File: src/hdl/dmc_pkg.sv
// ----------------------------------------------------------------------------
// dmc_pkg
// Shared types and constants of the direct-mapped write-back cache.
// ----------------------------------------------------------------------------
package dmc_pkg;

	localparam int NUM_LINES      = 64;
	localparam int WORDS_PER_LINE = 16;
	localparam int MEM_WORDS      = 65536;
	localparam int ADDR_W         = 18;
	localparam int DATA_W         = 32;
	localparam int KIND_W         = 2;

	localparam int OFF_W  = $clog2(WORDS_PER_LINE);
	localparam int IDX_W  = $clog2(NUM_LINES);
	localparam int MEM_AW = $clog2(MEM_WORDS);
	localparam int TAG_W  = MEM_AW - IDX_W - OFF_W;
	localparam int LW_AW  = IDX_W + OFF_W;
	localparam int CNT_W  = OFF_W + 1;

	localparam logic [KIND_W-1:0] KIND_READ    = 2'd0;
	localparam logic [KIND_W-1:0] KIND_WRITE   = 2'd1;
	localparam logic [KIND_W-1:0] KIND_PRELOAD = 2'd2;

	typedef struct packed {
		logic [KIND_W-1:0] kind;
		logic [ADDR_W-1:0] address;
		logic [DATA_W-1:0] write_data;
	} req_t;

	typedef struct packed {
		logic [DATA_W-1:0] read_data;
		logic              hit;
		logic              wrote_back;
	} rsp_t;

	typedef struct packed {
		logic clr_we;
		logic accept;
		logic lookup;
		logic preload_we;
		logic hit_we;
		logic install;
		logic wb_run;
		logic fill_run;
		logic cnt_clear;
		logic set_dirty;
		logic out_load;
		logic out_live;
	} cmd_t;

	typedef struct packed {
		logic              clr_last;
		logic              is_hit;
		logic              victim_dirty;
		logic [KIND_W-1:0] kind;
		logic              cnt_done;
		logic              out_free;
	} sts_t;

endpackage

File: src/hdl/dmc_ctrl.sv
// ----------------------------------------------------------------------------
// dmc_ctrl
// Sequencer of the cache: memory clear, lookup, write-back, fill, response.
// ----------------------------------------------------------------------------
module dmc_ctrl (
	input  logic          clk,
	input  logic          arst_n,
	input  logic          req_valid,
	output logic          req_stall,
	input  dmc_pkg::sts_t sts,
	output dmc_pkg::cmd_t cmd
);

	typedef enum logic [5:0] {
		ST_CLEAR  = 6'b000001,
		ST_IDLE   = 6'b000010,
		ST_LOOKUP = 6'b000100,
		ST_WB     = 6'b001000,
		ST_FILL   = 6'b010000,
		ST_RESP   = 6'b100000
	} state_t;

	state_t state_q, state_nxt;
	logic   rw;

	assign rw = (sts.kind == dmc_pkg::KIND_READ) || (sts.kind == dmc_pkg::KIND_WRITE);
	assign req_stall = (state_q != ST_IDLE);

	always_comb begin
		cmd       = '0;
		state_nxt = state_q;
		unique case (state_q)
			ST_CLEAR: begin
				cmd.clr_we = 1'b1;
				if (sts.clr_last) begin
					state_nxt = ST_IDLE;
				end
			end
			ST_IDLE: begin
				if (req_valid) begin
					cmd.accept = 1'b1;
					state_nxt  = ST_LOOKUP;
				end
			end
			ST_LOOKUP: begin
				cmd.lookup = 1'b1;
				if (rw && !sts.is_hit) begin
					cmd.install   = 1'b1;
					cmd.cnt_clear = 1'b1;
					state_nxt     = sts.victim_dirty ? ST_WB : ST_FILL;
				end else begin
					cmd.preload_we = (sts.kind == dmc_pkg::KIND_PRELOAD);
					cmd.hit_we     = (sts.kind == dmc_pkg::KIND_WRITE);
					cmd.set_dirty  = (sts.kind == dmc_pkg::KIND_WRITE);
					if (sts.out_free) begin
						cmd.out_load = 1'b1;
						cmd.out_live = 1'b1;
						state_nxt    = ST_IDLE;
					end else begin
						state_nxt = ST_RESP;
					end
				end
			end
			ST_WB: begin
				cmd.wb_run = 1'b1;
				if (sts.cnt_done) begin
					cmd.cnt_clear = 1'b1;
					state_nxt     = ST_FILL;
				end
			end
			ST_FILL: begin
				cmd.fill_run = 1'b1;
				if (sts.cnt_done) begin
					cmd.set_dirty = (sts.kind == dmc_pkg::KIND_WRITE);
					state_nxt     = ST_RESP;
				end
			end
			ST_RESP: begin
				if (sts.out_free) begin
					cmd.out_load = 1'b1;
					state_nxt    = ST_IDLE;
				end
			end
			default: begin
				state_nxt = ST_CLEAR;
			end
		endcase
	end

	always_ff @(posedge clk or negedge arst_n) begin
		if (!arst_n) begin
			state_q <= ST_CLEAR;
		end else begin
			state_q <= state_nxt;
		end
	end

endmodule

File: config.mk
export PLATFORM = sky130hd
export DESIGN_NAME = dmc_ctrl
export DESIGN_NICKNAME = d
export VERILOG_FILES = /design/src/hdl/dmc_pkg.sv /design/src/hdl/dmc_ctrl.sv
export SDC_FILE = /design/constraint.sdc
export NUM_CORES = 1
export LEC_CHECK = 0
export ABC_AREA = 1
export BUFFER_PORTS_ARGS = -buffer_cell sky130_fd_sc_hd__clkbuf_2
export CAP_MARGIN = 20
export CORE_MARGIN = 3
export CORE_UTILIZATION = 31
export DETAILED_ROUTE_END_ITERATION = 16
export GPL_ROUTABILITY_DRIVEN = 0
export PLACE_DENSITY = 0.61
export SETUP_SLACK_MARGIN = 0.4
export SLEW_MARGIN = 20
export SYNTH_ARGS = -nofsm -noshare
export SYNTH_HDL_FRONTEND = slang
export SYNTH_SLANG_ARGS = --single-unit
File: constraint.sdc
create_clock -name clk -period 1.37 [get_ports clk]
set_clock_uncertainty 0.05 [all_clocks]
set_input_delay 0.137 -clock clk [delete_from_list [all_inputs] [get_ports clk]]
set_output_delay 0.137 -clock clk [all_outputs]
set_load 0.1 [all_outputs]
## Word level (Yosys, flattened, before mapping)

Cells that the tools add are included.

- Shift-type cells: 0
- Add/sub/neg operators: 0
- Equal/unequal tests: 14
- Bitwise gates (word level): 0
- Reduce and logical (&&, ||, !) cells: 5
- Divide/modulo/power cells: 0
- $mul: 0
- $lt $le $gt $ge: 0
- Multiplexer cells: 26

Operator list:

| operator | count |
|---|---|
| $mux 6 | 7 |
| $pmux 6 s6 | 1 |
| $mux 1 | 10 |
| $ne 2x2->1 const B | 5 |
| $eq 6x1->1 const B | 1 |
| $eq 6x2->1 const B | 1 |
| $eq 6x3->1 const B | 1 |
| $eq 6x4->1 const B | 1 |
| $eq 6x5->1 const B | 1 |
| $eq 6x6->1 const B | 1 |
| $ne 6x2->1 const B | 1 |
| $pmux 1 s2 | 3 |
| $mux 5 | 1 |
| $reduce_and 5->1 | 1 |
| $mux 2 | 2 |
| $mux 4 | 1 |
| $mux 3 | 1 |
| $eq 2x1->1 const B | 1 |
| $eq 2x2->1 const B | 1 |
| $logic_not 2->1 | 1 |
| $logic_and 1x1->1 | 1 |
| $logic_not 1->1 | 1 |
| $logic_or 1x1->1 | 1 |

- Bits in writable memories: 0
- Output and inout port bits: 13
- Bits in read-only memories: 0
- Word-level logic and storage cells: 46
- Latch bits: 0
- Memories: 0
- Register bits after elaboration: 6

## Depth between registers and ports, before layout

- Depth in word-level cells: 5
- Gate-level depth with buffers: 8
- Depth with buffers taken out: 8

## Least setup slack after synthesis

Ideal clock, no wire load.

- Path type: reg2out
- Start point: reg state_q[5]
- End point: out cmd[8] (netlist bit)
- Cell stages (with the launch flop): 6
- Path buffers: 0
- Arrival time: 3112 ps
- Setup slack: -1929 ps
- Cell sequence: dfrtp_1 nor2_4 nand2_4 nor2_8 inv_4 nor3_1

RTL lines:

| element | line | text |
|---|---|---|
| from (decl) | dmc_ctrl.sv:23 | `state_t state_q, state_nxt;` |
| from (signal assigned) | dmc_ctrl.sv:94 | `state_q <= state_nxt;` |
| to (decl) | dmc_ctrl.sv:11 | `output dmc_pkg::cmd_t cmd` |

==> flow_metrics.env <==
export IMPL_numCtsBuffers=3
export IMPL_cp_slowest_cell="dfrtp_1"
export IMPL_crit_path_cell_trace="nor2_4 > nand2_4 > nor2_8 > inv_4 > nor3_4 > or2_4 > buf_12"
export IMPL_track_usage=0.173
export IMPL_end_kind="output port"
export IMPL_critPathKind="reg -> out"
export IMPL_regMostFlops="state_q"
export IMPL_syn_area_per_cell_sq_um=6.91
export IMPL_drt_iter0_drc=18
export IMPL_dpl_cell_count=124
export IMPL_drive_gt1_frac=0.693
export IMPL_n_fill_cell=84
export IMPL_cts_tree="yes"
export IMPL_relSlewSlack=0.799
export IMPL_grt_max_degree=7
export IMPL_fin_nets=138
export IMPL_grt_pass1_vias=619
export IMPL_cts_max_path_buffers=2
export IMPL_coreArea_sq_um=1560
export IMPL_initial_core_util=0.337
export IMPL_fin_crit_sh=1.29
export IMPL_min_path_type="in -> reg"
export IMPL_setup_viol_count_final=18
export IMPL_final_cell_mix="buf_12, buf_4, nand2_1, buf_6"
export IMPL_yosys_warnings=0
export IMPL_maxCapViolCount=0
export IMPL_num_antenna_cells=0
export IMPL_critPathLaunchType="flip-flop"
export IMPL_status="finished with violations"
export IMPL_place_ws_ns=-0.139
export IMPL_wirelength_um=2240
export IMPL_synth_cells=76
export IMPL_syn_nets=86
export IMPL_rows=14
export IMPL_stdcell_count=143
export IMPL_wl_per_cell_um=15.7
export IMPL_clkLatencyLatePin_ns=0.25
export IMPL_synth_seq_cells=6
export IMPL_worstPathArrival_ns=1.58
export IMPL_multiInputGateArea_sq_um=460
export IMPL_grt_pass1_wl_um=2700
export IMPL_drc=0
export IMPL_antenna_found_initial=0
export IMPL_vias=738
export IMPL_dp_hpwl_um=1240
export IMPL_irDropWorstVdd_uv=900
export IMPL_fin_crit_ns=1.77
export IMPL_htree_levels=1
export IMPL_antenna_left=0
export IMPL_routed_via_density=5.16
export IMPL_area_growth_pct=146
export IMPL_largest_register_ffs=6
export IMPL_die_x_um=47.2
export IMPL_critPathMaxFanout=4
export IMPL_synth_cell_types=16
export IMPL_clock_sinks=6
export IMPL_dieArea_sq_um=2230
export IMPL_layout_commonest_cell="buf_12"
export IMPL_port_buffer_count=22
export IMPL_slowest_delay_ns=0.42
export IMPL_top_regs="state_q x6"
export IMPL_globalRouteOverflowTotal=0
export IMPL_dieHeight_um=47.2
export IMPL_firstDrtPassIters=4
export IMPL_tightest_slew_ns=0.300
export IMPL_drv_slew=0
export IMPL_violations="negative setup slack"
export IMPL_finalHoldViolCount=0
export IMPL_power_density_nw_per_um2=1360
export IMPL_p_leak_nw=0.608
export IMPL_worst_slack_ns=-0.401
export IMPL_synth_seq_area_share=0.288
export IMPL_syn_area_sq_um=526
export IMPL_grt_setup_unrepaired="yes"
export IMPL_path_clk_slew_ns=0.05
export IMPL_register_area_sq_um=153
export IMPL_timing_hold_ws_ns=0.0240
export IMPL_cp_required_ns=1.18
export IMPL_timing_fmax_mhz=565
export IMPL_root_buffer="clkbuf_4"
export IMPL_io_pins=23
-- layout make-up --
| type | instances | area share |
|---|---|---|
| sequential | 6 | 0.118 |
| multi-input combinational | 53 | 0.356 |
| clock buffer | 4 | 0.0203 |
| tap | 16 | 0.0155 |
| inverter | 17 | 0.0678 |
| timing repair buffer | 47 | 0.422 |
-- synthesized netlist by cell type --
library cell,instances,area (sq um)
nor2_1,10,37.5
nand2_1,15,56.3
nor3_1,2,10.0
nor3_4,1,16.3
nand3_2,1,10.0
or2_1,1,6.26
inv_1,16,60.1
nand2_4,2,22.5
nor2_8,1,20.0
o21ai_0,3,15.0
nand4_1,3,18.8
dfstp_2,1,26.3
dfrtp_1,5,125
nor2_4,4,45.0
nand3_1,10,50.1
inv_4,1,6.26
-- per-stage QoR --
| step | setup TNS, ns | cell area [sq um] | util | power (mW) |
|---|---|---|---|---|
| floorplan | -7.50 | 582 | - | 0.897 |
| global route | -5.71 | 1290 | 0.829 | 1.81 |
| CTS | -4.23 | 1130 | 0.725 | 1.51 |
| global placement | -0.385 | 982 | 0.630 | 1.21 |
| finish | -5.30 | 1290 | 0.829 | 1.76 |
| detailed placement | -0.762 | 982 | 0.630 | 1.23 |
-- cells by family after synthesis --
family	share of synthesized area
and+or+nand+nor	0.557
DFF	0.288
AOI/OAI and AO/OA	0.0286
buffers and inverters	0.126
-- final timing paths --
kind / start / slack, ns / endpoint / cells after the start
worst max-delay path: state_q[1] / -0.40 / cmd[2] / 7
worst min-delay path: sts[1] / 0.02 / state_q[3] / 2
worst max register to register: state_q[1] / -0.28 / state_q[5] / 10
worst min register to register: state_q[5] / 0.72 / state_q[5] / 4
max in group asynchronous: arst_n / 0.82 / state_q[0] / 2
min in group asynchronous: arst_n / 0.21 / state_q[4] / 2
-- report_power, final --
part           total (mW)  internal, mW  switching, mW
logic                1.30         0.506          0.791
clock network       0.186         0.111         0.0747
registers           0.274         0.227         0.0468
total                1.76         0.844          0.913
-- repair_timing --
item,CTS,global route
gates resized for setup,11,29
setup endpoints to repair,19,19
hold buffers,1,0
pin swaps,6,11
setup buffers,8,6
hold endpoints to repair,6,0
-- routing by layer --
| layer | GRT usage | vias up | part of all wire |
|---|---|---|---|
| met5 | 0 | - | 0 |
| li1 | - | 341 | - |
| met2 | 0.306 | 38 | 0.57 |
| met3 | 0.0230 | 12 | 0.042 |
| met4 | 0.0773 | 0 | 0.029 |
| met1 | 0.205 | 347 | 0.36 |
-- worst max-delay path: cells and delay by family (launching register included) --
| family | cells | cell delay [ns] |
|---|---|---|
| simple gates | 5 | 0.70 |
| flops | 1 | 0.42 |
| buf+inv | 2 | 0.22 |
Note: power is estimated with default switching activity, not from simulation.
